## config.mk

```make
export PLATFORM = sky130hd
export DESIGN_NAME = multilevel_feedback_queue_scheduler_top
export DESIGN_NICKNAME = d
export VERILOG_FILES = /design/src/mfq_pkg.sv /design/src/mfq_ram.sv /design/src/multilevel_feedback_queue_scheduler_top.sv
export SDC_FILE = /design/constraint.sdc
export NUM_CORES = 1
export LEC_CHECK = 0
export ABC_AREA = 1
export BUFFER_PORTS_ARGS = -buffer_cell sky130_fd_sc_hd__buf_2
export CAP_MARGIN = 20
export CORE_MARGIN = 2
export CORE_UTILIZATION = 26
export CTS_CLUSTER_SIZE = 40
export DETAILED_ROUTE_END_ITERATION = 8
export PLACE_DENSITY = 0.51
export SYNTH_ARGS = -nofsm -noshare
export SYNTH_HDL_FRONTEND = slang
export SYNTH_SLANG_ARGS = --single-unit
```

## constraint.sdc

```tcl
create_clock -name clk_i -period 12.58 [get_ports clk_i]
set_input_delay 1.887 -clock clk_i [delete_from_list [all_inputs] [get_ports clk_i]]
set_output_delay 1.887 -clock clk_i [all_outputs]
set_load 0.01 [all_outputs]
```

## src/mfq_pkg.sv

```systemverilog
package mfq_pkg;

  localparam int unsigned MAX_PROCS_DEFAULT = 64;
  localparam int unsigned LEVELS_DEFAULT    = 10;

  localparam int unsigned PID_W      = 6;
  localparam int unsigned LVL_W      = 4;
  localparam int unsigned BURST_W    = 16;
  localparam int unsigned QUANT_W    = 10;
  localparam int unsigned BASE_W     = 8;
  localparam int unsigned STEP_W     = 5;
  localparam int unsigned CFG_IDX_W  = 1;
  localparam int unsigned CFG_DATA_W = 8;

  // Configuration register indexes.
  localparam logic [CFG_IDX_W-1:0] CFG_BASE_QUANTUM = 1'b0;
  localparam logic [CFG_IDX_W-1:0] CFG_QUANTUM_STEP = 1'b1;

  localparam logic [BASE_W-1:0] BASE_QUANTUM_RST = 8'd5;
  localparam logic [STEP_W-1:0] QUANTUM_STEP_RST = 5'd3;

  typedef enum logic {
    OP_INSERT   = 1'b0,
    OP_DISPATCH = 1'b1
  } opcode_e;

  typedef struct packed {
    opcode_e              opcode;
    logic [PID_W-1:0]     process_id;
    logic                 first_run;
    logic [BURST_W-1:0]   last_burst;
    logic                 requeue_running;
  } in_t;

  typedef struct packed {
    logic                 dispatched_valid;
    logic [PID_W-1:0]     out_process;
    logic [LVL_W-1:0]     out_level;
    logic [QUANT_W-1:0]   out_quantum;
    logic                 appended;
  } out_t;

endpackage

```

## src/mfq_ram.sv

```systemverilog
module mfq_ram #(
  parameter int unsigned WIDTH = 8,
  parameter int unsigned DEPTH = 64
) (
  input  logic                     clk_i,
  input  logic                     we_i,
  input  logic [$clog2(DEPTH)-1:0] waddr_i,
  input  logic [WIDTH-1:0]         wdata_i,
  input  logic                     re_i,
  input  logic [$clog2(DEPTH)-1:0] raddr_i,
  output logic [WIDTH-1:0]         rdata_o
);

  logic [WIDTH-1:0] mem_q [DEPTH];
  logic [WIDTH-1:0] rdata_q;

  // Read data holds while no read is issued. A read that hits the entry
  // being written returns the old contents.
  always_ff @(posedge clk_i) begin
    if (we_i) begin
      mem_q[waddr_i] <= wdata_i;
    end
    if (re_i) begin
      rdata_q <= mem_q[raddr_i];
    end
  end

  assign rdata_o = rdata_q;

endmodule

```

## src/multilevel_feedback_queue_scheduler_top.sv

```systemverilog
// Channel  Direction  Handshake                  Beat
// cfg      in         cfg_we_i                   cfg_idx_i, cfg_data_i
// in       in         in_valid_i / in_stall_o    in_data_i  (mfq_pkg::in_t)
// out      out        out_valid_o / out_stall_i  out_data_o (mfq_pkg::out_t)
//
// An insert goes through the adjust step to its result beat, a dispatch also
// through the pop step, as the link memory and the per-process memory (queued
// mark and level) are read with registered outputs; the latter is read, modified
// and written back once for the adjusted process and once for the popped one.
// After reset a clearing pass over every entry zeroes the per-process memory;
// in_stall_o stays high during it, configuration writes are taken as ever.
// A beat that waits in the result register does not block acceptance; the
// step that produces the next result waits until the register is free.
module multilevel_feedback_queue_scheduler_top #(
  parameter int unsigned MAX_PROCS = mfq_pkg::MAX_PROCS_DEFAULT,
  parameter int unsigned LEVELS    = mfq_pkg::LEVELS_DEFAULT
) (
  input  logic                            clk_i,
  input  logic                            rst_ni,
  input  logic                            cfg_we_i,
  input  logic [mfq_pkg::CFG_IDX_W-1:0]   cfg_idx_i,
  input  logic [mfq_pkg::CFG_DATA_W-1:0]  cfg_data_i,
  input  logic                            in_valid_i,
  output logic                            in_stall_o,
  input  mfq_pkg::in_t                    in_data_i,
  output logic                            out_valid_o,
  input  logic                            out_stall_i,
  output mfq_pkg::out_t                   out_data_o
);

  import mfq_pkg::*;

  // Width of a process index and of a level index into the per-level state.
  localparam int unsigned PW   = $clog2(MAX_PROCS);
  localparam int unsigned LIW  = $clog2(LEVELS);
  // Per-process entry: queued mark above the level.
  localparam int unsigned PE_W = 1 + LVL_W;

  localparam logic [1:0] ST_CLR  = 2'd0;
  localparam logic [1:0] ST_IDLE = 2'd1;
  localparam logic [1:0] ST_ADJ  = 2'd2;
  localparam logic [1:0] ST_POP  = 2'd3;

  localparam logic [LVL_W-1:0] LVL_TOP = LVL_W'(LEVELS - 1);
  localparam logic [PW-1:0]    PROC_LAST = PW'(MAX_PROCS - 1);

  // Control registers.
  logic [1:0]          state_q, state_d;
  logic [PW-1:0]       clr_cnt_q, clr_cnt_d;
  logic [BASE_W-1:0]   base_q, base_d;
  logic [STEP_W-1:0]   step_q, step_d;
  logic [PW-1:0]       run_proc_q, run_proc_d;
  logic                run_valid_q, run_valid_d;
  logic [LEVELS-1:0]   nonempty_q, nonempty_d;
  logic                out_valid_q, out_valid_d;

  // Payload registers.
  in_t                 item_q, item_d;
  logic [PW-1:0]       adj_proc_q, adj_proc_d;
  logic                do_adj_q, do_adj_d;
  logic [PW-1:0]       head_q [LEVELS];
  logic [PW-1:0]       head_d [LEVELS];
  logic [PW-1:0]       tail_q [LEVELS];
  logic [PW-1:0]       tail_d [LEVELS];
  logic                pop_any_q, pop_any_d;
  logic [LIW-1:0]      pop_lvl_q, pop_lvl_d;
  logic [PW-1:0]       pop_proc_q, pop_proc_d;
  logic                app_q, app_d;
  out_t                out_q, out_d;
  logic                pe_fwd_hit_q, pe_fwd_hit_d;
  logic [PE_W-1:0]     pe_fwd_data_q, pe_fwd_data_d;
  logic                nx_fwd_hit_q, nx_fwd_hit_d;
  logic [PW-1:0]       nx_fwd_data_q, nx_fwd_data_d;

  // Memory ports.
  logic                pe_we, pe_re;
  logic [PW-1:0]       pe_waddr, pe_raddr;
  logic [PE_W-1:0]     pe_wdata, pe_rdata;
  logic                nx_we, nx_re;
  logic [PW-1:0]       nx_waddr, nx_raddr;
  logic [PW-1:0]       nx_wdata, nx_rdata;

  // Datapath.
  logic                accept;
  logic                res_free;
  logic                pid_ok;
  logic [PW-1:0]       pid_idx;
  logic [PE_W-1:0]     pe_cur;
  logic [PW-1:0]       nx_cur;
  logic                queued_r;
  logic [LVL_W-1:0]    lvl_r;
  logic [BASE_W:0]     prod_lvl;
  logic [QUANT_W-1:0]  q_cur;
  logic [BURST_W+2:0]  burst_x5;
  logic [QUANT_W+1:0]  q_x4;
  logic                go_up, go_down;
  logic                first_eff;
  logic [LVL_W-1:0]    new_lvl;
  logic [QUANT_W-1:0]  new_q;
  logic [LIW-1:0]      new_lvl_idx;
  logic                appending;
  logic                ne_bit;
  logic [LIW-1:0]      tail_rd_idx;
  logic [PW-1:0]       tail_rd;
  logic [LEVELS-1:0]   ne_set;
  logic [LEVELS-1:0]   ne_mid;
  logic [LIW-1:0]      pop_lvl_c;
  logic [PW-1:0]       head_mid;

  mfq_ram #(
    .WIDTH(PE_W),
    .DEPTH(MAX_PROCS)
  ) u_proc_ram (
    .clk_i  (clk_i),
    .we_i   (pe_we),
    .waddr_i(pe_waddr),
    .wdata_i(pe_wdata),
    .re_i   (pe_re),
    .raddr_i(pe_raddr),
    .rdata_o(pe_rdata)
  );

  mfq_ram #(
    .WIDTH(PW),
    .DEPTH(MAX_PROCS)
  ) u_link_ram (
    .clk_i  (clk_i),
    .we_i   (nx_we),
    .waddr_i(nx_waddr),
    .wdata_i(nx_wdata),
    .re_i   (nx_re),
    .raddr_i(nx_raddr),
    .rdata_o(nx_rdata)
  );

  assign in_stall_o = (state_q != ST_IDLE);
  assign accept     = in_valid_i && !in_stall_o;
  assign res_free   = !out_valid_q || !out_stall_i;

  assign pid_ok  = 32'(in_data_i.process_id) < 32'(MAX_PROCS);
  assign pid_idx = PW'(in_data_i.process_id);

  // A read issued in the same cycle as a write to the same entry picks up
  // the written value here instead of the stale memory word.
  assign pe_cur   = pe_fwd_hit_q ? pe_fwd_data_q : pe_rdata;
  assign nx_cur   = nx_fwd_hit_q ? nx_fwd_data_q : nx_rdata;
  assign queued_r = pe_cur[LVL_W];
  assign lvl_r    = pe_cur[LVL_W-1:0];

  // Slice of the level just read. In the adjust step this is the slice used
  // for the burst test; in the pop step it is the slice reported.
  assign prod_lvl = (BASE_W + 1)'(step_q) * (BASE_W + 1)'(lvl_r);
  assign q_cur    = QUANT_W'(base_q) + QUANT_W'(prod_lvl);

  // burst*5 > q*4 raises the level, burst*2 < q lowers it.
  assign burst_x5 = {1'b0, item_q.last_burst, 2'b00} + (BURST_W + 3)'(item_q.last_burst);
  assign q_x4     = {q_cur, 2'b00};
  assign go_up    = burst_x5 > (BURST_W + 3)'(q_x4);
  assign go_down  = {item_q.last_burst, 1'b0} < (BURST_W + 1)'(q_cur);

  assign first_eff = (item_q.opcode == OP_INSERT) && item_q.first_run;

  // The new slice follows from the old one by adding or taking one step,
  // so no second multiplication sits behind the level decision.
  always_comb begin
    new_lvl = lvl_r;
    new_q   = q_cur;
    if (first_eff) begin
      new_lvl = '0;
      new_q   = QUANT_W'(base_q);
    end else if (go_up) begin
      if (lvl_r < LVL_TOP) begin
        new_lvl = lvl_r + LVL_W'(1);
        new_q   = q_cur + QUANT_W'(step_q);
      end
    end else if (go_down) begin
      if (lvl_r != '0) begin
        new_lvl = lvl_r - LVL_W'(1);
        new_q   = q_cur - QUANT_W'(step_q);
      end
    end
  end

  assign new_lvl_idx = LIW'(new_lvl);
  assign appending   = do_adj_q && !queued_r;
  assign ne_bit      = nonempty_q[new_lvl_idx];

  assign tail_rd_idx = (state_q == ST_POP) ? pop_lvl_q : new_lvl_idx;
  assign tail_rd     = tail_q[tail_rd_idx];

  // Occupancy as it stands once the requeue has appended; the pop of the
  // same dispatch searches this view.
  always_comb begin
    ne_set = '0;
    ne_set[new_lvl_idx] = appending;
  end
  assign ne_mid = nonempty_q | ne_set;

  always_comb begin
    pop_lvl_c = '0;
    for (int i = LEVELS - 1; i >= 0; i--) begin
      if (ne_mid[i]) begin
        pop_lvl_c = LIW'(i);
      end
    end
  end

  assign head_mid = (appending && !ne_bit && (pop_lvl_c == new_lvl_idx)) ?
                    adj_proc_q : head_q[pop_lvl_c];

  always_comb begin
    state_d     = state_q;
    clr_cnt_d   = clr_cnt_q;
    base_d      = base_q;
    step_d      = step_q;
    run_proc_d  = run_proc_q;
    run_valid_d = run_valid_q;
    nonempty_d  = nonempty_q;
    out_valid_d = out_valid_q && out_stall_i;
    item_d      = item_q;
    adj_proc_d  = adj_proc_q;
    do_adj_d    = do_adj_q;
    head_d      = head_q;
    tail_d      = tail_q;
    pop_any_d   = pop_any_q;
    pop_lvl_d   = pop_lvl_q;
    pop_proc_d  = pop_proc_q;
    app_d       = app_q;
    out_d       = out_q;
    pe_we       = 1'b0;
    pe_waddr    = '0;
    pe_wdata    = '0;
    pe_re       = 1'b0;
    pe_raddr    = '0;
    nx_we       = 1'b0;
    nx_waddr    = '0;
    nx_wdata    = '0;
    nx_re       = 1'b0;
    nx_raddr    = '0;

    if (cfg_we_i) begin
      case (cfg_idx_i)
        CFG_BASE_QUANTUM: base_d = cfg_data_i[BASE_W-1:0];
        CFG_QUANTUM_STEP: step_d = cfg_data_i[STEP_W-1:0];
        default: ;
      endcase
    end

    case (state_q)
      ST_CLR: begin
        pe_we     = 1'b1;
        pe_waddr  = clr_cnt_q;
        clr_cnt_d = clr_cnt_q + PW'(1);
        if (clr_cnt_q == PROC_LAST) begin
          state_d = ST_IDLE;
        end
      end

      ST_IDLE: begin
        if (accept) begin
          item_d = in_data_i;
          if (in_data_i.opcode == OP_INSERT) begin
            adj_proc_d = pid_idx;
            do_adj_d   = pid_ok;
          end else begin
            adj_proc_d = run_proc_q;
            do_adj_d   = in_data_i.requeue_running && run_valid_q;
          end
          pe_re    = 1'b1;
          pe_raddr = adj_proc_d;
          state_d  = ST_ADJ;
        end
      end

      ST_ADJ: begin
        // An insert ends here and needs the result register; a dispatch
        // moves on to the pop without producing a beat yet.
        if ((item_q.opcode == OP_DISPATCH) || res_free) begin
          if (do_adj_q) begin
            pe_we    = 1'b1;
            pe_waddr = adj_proc_q;
            pe_wdata = {queued_r | appending, new_lvl};
          end
          if (appending) begin
            if (ne_bit) begin
              nx_we    = 1'b1;
              nx_waddr = tail_rd;
              nx_wdata = adj_proc_q;
            end else begin
              head_d[new_lvl_idx]     = adj_proc_q;
              nonempty_d[new_lvl_idx] = 1'b1;
            end
            tail_d[new_lvl_idx] = adj_proc_q;
          end

          if (item_q.opcode == OP_INSERT) begin
            out_valid_d          = 1'b1;
            out_d.dispatched_valid = 1'b0;
            out_d.out_process    = item_q.process_id;
            out_d.out_level      = do_adj_q ? new_lvl : '0;
            out_d.out_quantum    = do_adj_q ? new_q : QUANT_W'(base_q);
            out_d.appended       = appending;
            state_d              = ST_IDLE;
          end else begin
            app_d      = appending;
            pop_any_d  = |ne_mid;
            pop_lvl_d  = pop_lvl_c;
            pop_proc_d = head_mid;
            pe_re      = 1'b1;
            pe_raddr   = head_mid;
            nx_re      = 1'b1;
            nx_raddr   = head_mid;
            state_d    = ST_POP;
          end
        end
      end

      ST_POP: begin
        if (res_free) begin
          out_valid_d = 1'b1;
          run_valid_d = pop_any_q;
          out_d.appended = app_q;
          if (pop_any_q) begin
            pe_we    = 1'b1;
            pe_waddr = pop_proc_q;
            pe_wdata = {1'b0, lvl_r};
            if (tail_rd == pop_proc_q) begin
              nonempty_d[pop_lvl_q] = 1'b0;
            end else begin
              head_d[pop_lvl_q] = nx_cur;
            end
            run_proc_d             = pop_proc_q;
            out_d.dispatched_valid = 1'b1;
            out_d.out_process      = PID_W'(pop_proc_q);
            out_d.out_level        = lvl_r;
            out_d.out_quantum      = q_cur;
          end else begin
            out_d.dispatched_valid = 1'b0;
            out_d.out_process      = '0;
            out_d.out_level        = '0;
            out_d.out_quantum      = '0;
          end
          state_d = ST_IDLE;
        end
      end

      default: begin
        state_d = ST_IDLE;
      end
    endcase

    pe_fwd_hit_d  = pe_fwd_hit_q;
    pe_fwd_data_d = pe_fwd_data_q;
    if (pe_re) begin
      pe_fwd_hit_d  = pe_we && (pe_waddr == pe_raddr);
      pe_fwd_data_d = pe_wdata;
    end
    nx_fwd_hit_d  = nx_fwd_hit_q;
    nx_fwd_data_d = nx_fwd_data_q;
    if (nx_re) begin
      nx_fwd_hit_d  = nx_we && (nx_waddr == nx_raddr);
      nx_fwd_data_d = nx_wdata;
    end
  end

  always_ff @(posedge clk_i or negedge rst_ni) begin
    if (!rst_ni) begin
      state_q     <= ST_CLR;
      clr_cnt_q   <= '0;
      base_q      <= BASE_QUANTUM_RST;
      step_q      <= QUANTUM_STEP_RST;
      run_proc_q  <= '0;
      run_valid_q <= 1'b0;
      nonempty_q  <= '0;
      out_valid_q <= 1'b0;
    end else begin
      state_q     <= state_d;
      clr_cnt_q   <= clr_cnt_d;
      base_q      <= base_d;
      step_q      <= step_d;
      run_proc_q  <= run_proc_d;
      run_valid_q <= run_valid_d;
      nonempty_q  <= nonempty_d;
      out_valid_q <= out_valid_d;
    end
  end

  always_ff @(posedge clk_i) begin
    item_q        <= item_d;
    adj_proc_q    <= adj_proc_d;
    do_adj_q      <= do_adj_d;
    head_q        <= head_d;
    tail_q        <= tail_d;
    pop_any_q     <= pop_any_d;
    pop_lvl_q     <= pop_lvl_d;
    pop_proc_q    <= pop_proc_d;
    app_q         <= app_d;
    out_q         <= out_d;
    pe_fwd_hit_q  <= pe_fwd_hit_d;
    pe_fwd_data_q <= pe_fwd_data_d;
    nx_fwd_hit_q  <= nx_fwd_hit_d;
    nx_fwd_data_q <= nx_fwd_data_d;
  end

  assign out_valid_o = out_valid_q;
  assign out_data_o  = out_q;

endmodule

```

# Word level (Yosys, flattened, before mapping)
# Memories as Yosys holds them, arrays and structs flattened. A register that Yosys moved wholly into a read port is not among the register bits.
# Cells that the tools add are included.
[word_totals] input_bits=39 ramBits=704 regBits=237 out_inout_bits=24 mem_count=2 word_cells=252
[mem_list] memory="u_link_ram.mem_q" depth=64 word_bits=6 read_ports=1 rd_ports_with_merged_regs=1 write_ports=1 line_no="mfq_ram.sv:14" rtl="logic [WIDTH-1:0] mem_q [DEPTH];"
[mem_list] memory="u_proc_ram.mem_q" depth=64 word_bits=5 read_ports=1 rd_ports_with_merged_regs=1 write_ports=1 line_no="mfq_ram.sv:14"
[op_classes] n_bitwise=12 n_lt_le_gt_ge=13 muxes=116 add_sub_neg=7 reduce_logical=35 eq_ne=19 multipliers=1
[ops] op="$mux W60" count=6
[ops] op="$bwmux W60" count=3
[ops] op="$mux W6" count=25
[ops] op="$mux W10" count=12
[ops] op="$pmux W60 S2" count=1
[ops] op="$mux W4" count=19
[ops] op="$mux W22" count=3
[ops] op="$bmux W6 S4" count=2
[ops] op="$demux W6 S4" count=2
[ops] op="$pmux W22 S2" count=1
[ops] op="$mux W1" count=22
[ops] op="$mux W21" count=1
[ops] op="$and A10 B10 Y10" count=2
[ops] op="$ge A5 B5 Y1 const B" count=4
[ops] op="$not A4 Y5" count=4
[ops] op="$or A10 B10 Y10" count=2
[ops] op="$pmux W10 S2" count=1
[ops] op="$add A18 B16 Y19" count=1
[ops] op="$gt A19 B12 Y1" count=1
[ops] op="$eq A6 B6 Y1" count=3
[ops] op="$ne A2 B2 Y1 const B" count=9
[ops] op="$pmux W6 S3" count=1
[ops] op="$lt A17 B10 Y1" count=1
[ops] op="$mux W5" count=3
[ops] op="other kinds (38)" count=74

# Logic depth before layout (Yosys ltp)
[logic_depth] ltp_word=33 mapped_depth=67 mapped_depth_nobuf=64

# Cells and area by module
# Synthesis repeated with hierarchy kept, for this count alone.
[hier_totals] cells_unflattened=4261 area_unflattened_um2=44049.7
[modules_own_cells] mod="mfq_ram at u_link_ram" area_each_um2=16002.8 cells_each=1393 instances=1 seq_area_each_um2=11711.2
[modules_own_cells] mod="multilevel_feedback_queue_scheduler_top" area_each_um2=14609.0 cells_each=1706 instances=1 seq_area_each_um2=6926.6
[modules_own_cells] mod="mfq_ram at u_proc_ram" area_each_um2=13437.9 cells_each=1162 instances=1 seq_area_each_um2=9759.4

# Worst setup path before layout
# Ideal clock, no wire load.
[synth_timing] path_kind="flip-flop to flip-flop" from="reg pe_fwd_hit_q" to="reg nx_fwd_data_q[0] (data pin)" required_ps=12075 stages_incl_launch_ff=39 setup_time_ps=505 slack_ps=4562 arrival_time_ps=7514 period_less_slack_ps=8018 n_path_buf=3 cell_sequence="edfxtp_1 > buf_2 > inv_2 > or2_1 > o21ai_0 > clkbuf_1 > nor2_1 > fa_1 > fa_1 > inv_1 > fa_1 > inv_1 > ha_1 > nand2_1 > inv_2 > nand3_1 > nand3_1 > a21oi_1 > [... 3 more ...] > inv_1 > o21bai_1 > inv_1 > nand2_1 > nand2_1 > nand2_2 > nand2_2 > buf_6 > nand2_1 > nand2_2 > nand2_2 > o22ai_1 > a21oi_1 > a21oi_1 > nand3_1 > nor2_1 > clkinv_1 > nor2_1"
[synth_via] elab_chain_cells=13 elab_cells_between_ends=22 classes_between="3 x add/sub; 1 x mul; 3 x order compare; 12 x mux; 3 x reduce/logical"
[synth_rtl] element="start, declared" line_no="multilevel_feedback_queue_scheduler_top.sv:70" rtl="logic pe_fwd_hit_q, pe_fwd_hit_d;"
[synth_rtl] element="start signal, assigned" line_no="multilevel_feedback_queue_scheduler_top.sv:399" rtl="pe_fwd_hit_q <= pe_fwd_hit_d;"
[synth_rtl] element="$mux W5 (*)" line_no="multilevel_feedback_queue_scheduler_top.sv:145" rtl="assign pe_cur = pe_fwd_hit_q ? pe_fwd_data_q : pe_rdata;"
[synth_rtl] element="$mul A5 B4 Y9" line_no="multilevel_feedback_queue_scheduler_top.sv:152" rtl="assign prod_lvl = (BASE_W + 1)'(step_q) * (BASE_W + 1)'(lvl_r);"
[synth_rtl] element="$add A8 B9 Y10" line_no="multilevel_feedback_queue_scheduler_top.sv:153" rtl="assign q_cur = QUANT_W'(base_q) + QUANT_W'(prod_lvl);"
[synth_rtl] element="$lt A17 B10 Y1" line_no="multilevel_feedback_queue_scheduler_top.sv:159" rtl="assign go_down = {item_q.last_burst, 1'b0} < (BURST_W + 1)'(q_cur);"
[synth_rtl] element="$mux W4" line_no="multilevel_feedback_queue_scheduler_top.sv:176" rtl="end else if (go_down) begin"
[synth_rtl] element="$mux W4" line_no="multilevel_feedback_queue_scheduler_top.sv:171" rtl="end else if (go_up) begin"
[synth_rtl] element="$mux W4" line_no="multilevel_feedback_queue_scheduler_top.sv:168" rtl="if (first_eff) begin"
[synth_rtl] element="$bmux W1 S4" line_no="multilevel_feedback_queue_scheduler_top.sv:186" rtl="assign ne_bit = nonempty_q[new_lvl_idx];"
[synth_rtl] element="$mux W1 (not written as such)" line_no="multilevel_feedback_queue_scheduler_top.sv:186"
[synth_rtl] element="$mux W6" line_no="multilevel_feedback_queue_scheduler_top.sv:285" rtl="if (ne_bit) begin"
[synth_rtl] element="$mux W6 (*)" line_no="multilevel_feedback_queue_scheduler_top.sv:284" rtl="if (appending) begin"
[synth_rtl] element="$mux W6 (*)" line_no="multilevel_feedback_queue_scheduler_top.sv:278" rtl="if ((item_q.opcode == OP_DISPATCH) || res_free) begin"
[synth_rtl] element="$mux W6 (*)" line_no="multilevel_feedback_queue_scheduler_top.sv:249" rtl="case (state_q)"
[synth_rtl] element="named net nx_wdata[0]" line_no="multilevel_feedback_queue_scheduler_top.sv:81" rtl="logic [PW-1:0] nx_wdata, nx_rdata;"
[synth_rtl] element="end signal, assigned" line_no="multilevel_feedback_queue_scheduler_top.sv:402" rtl="nx_fwd_data_q <= nx_fwd_data_d;"
[synth_rtl] element="end, declared" line_no="multilevel_feedback_queue_scheduler_top.sv:73" rtl="logic [PW-1:0] nx_fwd_data_q, nx_fwd_data_d;"
# Mark *: on every way through the listed nets, which the timed path passes. The rest lies on a longest branch. The select of a mux whose other input is x is not followed.
# A chain may end at the register's enable or synchronous reset.

# Worst setup path after layout
[layout_timing] from="reg pe_fwd_hit_q" to="reg u_link_ram.rdata_q[5] (netlist: u_link_ram.rdata_o[5]), read port of u_link_ram.mem_q (data pin)"
[layout_via] elab_chain_cells=31 elab_cells_between_ends=47 classes_between="3 x add/sub; 1 x mul; 5 x order compare; 1 x eq/ne; 27 x mux; 3 x bitwise; 7 x reduce/logical"
[layout_rtl] element="$mux W5 (*)" line_no="multilevel_feedback_queue_scheduler_top.sv:145"
[layout_rtl] element="$mul A5 B4 Y9" line_no="multilevel_feedback_queue_scheduler_top.sv:152"
[layout_rtl] element="$add A8 B9 Y10" line_no="multilevel_feedback_queue_scheduler_top.sv:153"
[layout_rtl] element="$lt A17 B10 Y1" line_no="multilevel_feedback_queue_scheduler_top.sv:159"
[layout_rtl] element="$mux W4" line_no="multilevel_feedback_queue_scheduler_top.sv:176"
[layout_rtl] element="$mux W4" line_no="multilevel_feedback_queue_scheduler_top.sv:171"
[layout_rtl] element="$mux W4" line_no="multilevel_feedback_queue_scheduler_top.sv:168"
[layout_rtl] element="$lt A4 B5 Y1 (not written as such) / $ge A4 B1 Y1 (equally long branches)" line_no="multilevel_feedback_queue_scheduler_top.sv:195" rtl="ne_set[new_lvl_idx] = appending;"
[layout_rtl] element="[... 5 more ...]"
[layout_rtl] element="$mux W4 (10 in series)" line_no="multilevel_feedback_queue_scheduler_top.sv:202" rtl="if (ne_mid[i]) begin"
[layout_rtl] element="$not A4 Y5 (not written as such)" line_no="multilevel_feedback_queue_scheduler_top.sv:209" rtl="adj_proc_q : head_q[pop_lvl_c];"
[layout_rtl] element="$bmux W6 S4" line_no="multilevel_feedback_queue_scheduler_top.sv:209"
[layout_rtl] element="$mux W6 (not written as such) (2 in series)" line_no="multilevel_feedback_queue_scheduler_top.sv:209"
[layout_rtl] element="$mux W6 (*)" line_no="multilevel_feedback_queue_scheduler_top.sv:208" rtl="assign head_mid = (appending && !ne_bit && (pop_lvl_c == new_lvl_idx)) ?"
[layout_rtl] element="$mux W6 (*)" line_no="multilevel_feedback_queue_scheduler_top.sv:296" rtl="if (item_q.opcode == OP_INSERT) begin"
[layout_rtl] element="$mux W6 (*)" line_no="multilevel_feedback_queue_scheduler_top.sv:278"
[layout_rtl] element="$mux W6 (*)" line_no="multilevel_feedback_queue_scheduler_top.sv:249"
[layout_rtl] element="end, declared" line_no="mfq_ram.sv:15" rtl="logic [WIDTH-1:0] rdata_q;"
# Every way passes the cells marked *; elsewhere a longest branch is shown, timed or not. The select of a mux whose other input is x is not followed.

==> run_results.csv <==
group,metric,value,unit
sta,timing_worst_slew_pin_value,1.11,ns
pwr,worst_ir_drop_vdd,0.000166,V
floorplan,initial_core_util,26.1,%
routing,drt-pass1-iter-count,7,
setup_path,critPathMaxFanout,109,
routing,drt_drc_violations_left,0,
synthesis,post_synth_main_area_contributors,"edfxtp_1 61%, nand3_1 6.6%, nand2_1 5.2%",
final_layout,drive_above_1_share,8.23,%
setup_path,cp_common_cell,"nand2_1",
synthesis,postSynthCellCount,4240,
min_path,min-delay-start,"nonempty_q[8]$_DFFE_PN0P_",
final_layout,finish.net_count,4364,
clock_network,cts_tree,"done",
synthesis,netlist_area,45200,µm²
sta,final-setup-viol-count,0,
global_route,globalRouteTotalUtil,14.3,%
sta,max-slew-margin-rel,26.2,%
place,place.port_buffers,62,
pwr,power.sequential.fraction,33.4,%
final_layout,regArea,28400,µm²
synthesis,synth_sequential_area_ratio,62.8,%
clock_network,clk_transition_reported_paths,0.06,ns
place,place.gp.congestion,0.872,
floorplan,chip_height,421,µm
final_layout,final_util,29.6,%
routing,route.met2.wl,61700,µm
synthesis,synth-main-ff-cell,"edfxtp_1",
setup_path,regToRegEndpoint,"u_link_ram.rdata_o[5]$_DFFE_PP_",
clock_network,clock_tree.buffer_depth,3,
global_route,overflow,0,
routing,wl_met1,59200,µm
setup_path,cp_slowest_stage_delay,0.88,ns
synthesis,synth_top_area_share,60.6,%
floorplan,die-area,177000,µm²
min_path,whs_path_depth,1,
synthesis,ys_warn_count,0,
setup_path,reg2reg_setup_slack,1.48,ns
synthesis,synth_top_area_cell,"edfxtp_1",
synthesis,post_synth.cell_area_avg,10.7,µm²
global_route,grt_pass1_wl,197000,µm
pwr,power.clock.fraction,25.0,%
min_path,hold_end,"nonempty_q[8]$_DFFE_PN0P_",
final_layout,multi_input_comb_area,14100,µm²
routing,ant_nets,0,
sta,rsz_0062_raised_after_global_routing,"no",
clock_network,cts_resized,0,
global_route,antenna_found_initial,2,
sta,slew_viol_final,0,
clock_network,clock_tree.root_cell,"clkbuf_16",
routing,post_drt_wl_per_cell,19.7,µm
final_layout,area_delta_synth_final,13.5,%
place,detailedPlacementHpwl,83500,µm
synthesis,synth_fp_nets,4358,
pwr,pwr-share-comb,41.6,%
setup_path,critPathArrivalTime,11.60,ns
flow_run,max-cap-violations,0,
sta,clock-skew-final,0.0805,ns
floorplan,top_level_ports,63,
synthesis,synth.ff_latch_count,952,
routing,first_iter_violations,2651,
routing,detailroute.wirelength.met3,7190,µm
setup_path,path_class,"reg2reg",
floorplan,rows,153,
setup_path,critPathSlowestCell,"buf_4",
pwr,p_sw,0.00501,W
floorplan,dieWidth,421,µm
global_route,via_count_of_the_first_global_routing_pass,30900,
routing,top_metal_layer_carrying_routed_signals,"met4",
floorplan,fp.coreArea,173000,µm²
min_path,hold_path_class,"reg2reg",
synthesis,synthDistinctLibCells,57,
pwr,p_sw_share,42.1,%
clock_network,cts_buffers,106,
routing,via_density,4.78,
sta,report.final.hold_viol_count,0,
setup_path,crit_path_end_kind,"register",
pwr,total_power,0.0119,W
sta,worst_hold_slack,0.500,ns
setup_path,kind_of_start_point_of_the_critical_path,"register",
pwr,power.leakage,19.2,nW
sta,fmax,90.1,MHz
setup_path,rr_worst_depth,49,
sta,timing.final.crit_share,88.2,%
sta,totalNegativeSetupSlack,0,ns
sta,post-route-min-period,11.10,ns
clock_network,clock_sinks,952,
synthesis,synth_enable_flop_cells,913,
global_route,grt_max_degree,171,
synthesis,synthArstFlopShare,4.10,%
clock_network,htree_levels,3,
routing,vias,31800,
pwr,power_density,231,nW/µm²
setup_path,worst_path_required_time,13.09,ns
pwr,intPower,0.00688,W
outcome,run_status,"finished, final reports clean",
clock_network,clock_latency,0.76,ns
clock_network,cts.repair_timing.setup_buffer_count,0,
clock_network,cts.hold.buffers_added,0,
final_layout,final.fill_count,17900,
routing,wirelength,131000,µm
setup_path,r2r-start,"pe_fwd_hit_q$_DFFE_PP_",
-- synth_stat cells, types with 4 or more instances --
master / n
a211oi_1: 9
a21o_1: 6
a21oi_1: 127
a21oi_2: 4
a221oi_1: 5
buf_1: 8
buf_2: 77
buf_4: 16
buf_6: 10
clkbuf_1: 98
clkinv_1: 8
dfrtp_1: 35
dfstp_2: 4
edfxtp_1: 913
fa_1: 15
ha_1: 64
inv_1: 463
inv_2: 28
nand2_1: 631
nand2_2: 20
nand2_4: 7
nand3_1: 598
nand3_2: 6
nand3b_1: 148
nand4_1: 24
nor2_1: 338
nor2_2: 9
nor3_1: 13
nor4_1: 7
o211ai_1: 157
o21ai_0: 150
o21ai_1: 27
o21bai_1: 12
o221ai_1: 12
o22ai_1: 104
o31ai_1: 7
or2_0: 5
or2_1: 5
or2_2: 4
xnor2_1: 6
xor2_1: 31
-- power groups by stage --
stage / combinational [W] / sequential, W / clock [W]
floorplan: 0.00340 / 0.00398 / 0
global placement: 0.00487 / 0.00404 / 0
detailed placement: 0.00489 / 0.00403 / 0
CTS: 0.00490 / 0.00397 / 0.00303
global route: 0.00547 / 0.00399 / 0.00315
finish: 0.00494 / 0.00397 / 0.00297
-- metal layers --
layer | GRT usage (%) | vias to the layer above
met2 | 23.3 | 935
met4 | 4.03 | 0
met5 | 0 | -
met3 | 1.98 | 162
met1 | 19.8 | 15700
li1 | - | 15000
-- flip-flops by register name (all words and copies together) (netlist names), 8 cells and up --
register          flops
head_q               60
nonempty_q           10
u_link_ram.mem_q    384
tail_q               60
base_q                8
u_proc_ram.mem_q    320
item_q               24
out_data_o           22
-- area by class of cell --
cell class | instances | share of cell area (%)
well taps | 2325 | 5.67
repair buffers | 107 | 1.51
flip-flops and latches | 952 | 55.3
inverters | 499 | 3.65
diodes | 1 | 0.00487
multi-input cells | 2580 | 27.4
clock buffers | 132 | 5.36
clock inverters | 58 | 1.08
-- how the worst max path moves through the flow --
stage                                 startpoint                               to  slack [ns]  cells past startpoint
final                     pe_fwd_hit_q$_DFFE_PP_  u_link_ram.rdata_o[5]$_DFFE_PP_        1.48                     49
after detailed placement  pe_fwd_hit_q$_DFFE_PP_  u_link_ram.rdata_o[5]$_DFFE_PP_        1.42                     49
after global placement    pe_fwd_hit_q$_DFFE_PP_  u_proc_ram.rdata_o[4]$_DFFE_PP_        1.55                     55
after floorplan           pe_fwd_hit_q$_DFFE_PP_       nx_fwd_data_q[0]$_DFFE_PP_        4.56                     38
after CTS                 pe_fwd_hit_q$_DFFE_PP_  u_link_ram.rdata_o[5]$_DFFE_PP_        1.44                     49
after global routing      pe_fwd_hit_q$_DFFE_PP_  u_link_ram.rdata_o[2]$_DFFE_PP_        0.58                     52
-- cells by family after synthesis --
kind of cell | count (synthesis) | share of synthesized area [%]
compound gates | 638 | 8.76
xor+xnor | 37 | 0.717
fa+ha+maj | 79 | 2.44
mux | 1 | 0.0249
buf+inv | 708 | 6.39
flops | 952 | 62.8
simple gates | 1825 | 18.9
-- metrics by stage --
step	worst slack (ns)	instances	cell area, µm²
final	1.48	6654	51300
after global placement	1.55	6455	47900
after floorplan	4.56	4240	45200
after detailed placement	1.42	6458	47900
after global routing	0.579	6654	51300
after CTS	1.44	6648	51200
-- placed cells by master, fill, tap and decap left out, types with 15 or more instances in the layout --
cell       Yosys  layout
a21oi_1      127     127
buf_2         77      63
buf_4         16      36
clkbuf_1      98      26
clkbuf_16      0     106
clkinv_1       8      33
dfrtp_1       35      35
edfxtp_1     913     913
fa_1          15      15
ha_1          64      63
inv_1        463     463
inv_2         28      27
nand2_1      631     630
nand2_2       20      21
nand3_1      598     598
nand3b_1     148     148
nand4_1       24      24
nor2_1       338     331
o211ai_1     157     157
o21ai_0      150     148
o21ai_1       27      28
o22ai_1      104     101
xor2_1        31      31
-- critical path: cells and delay by family (launching register included) --
kind / cells / cell delay (ns)
adder cells (fa/ha/maj): 5 / 2.10
XOR/XNOR: 1 / 0.45
AND/OR/NAND/NOR: 28 / 4.61
flip-flops: 1 / 0.49
buffers and inverters: 6 / 1.37
AO/OA/AOI/OAI: 9 / 1.74
No activity file was read; power rests on OpenSTA's default activity.
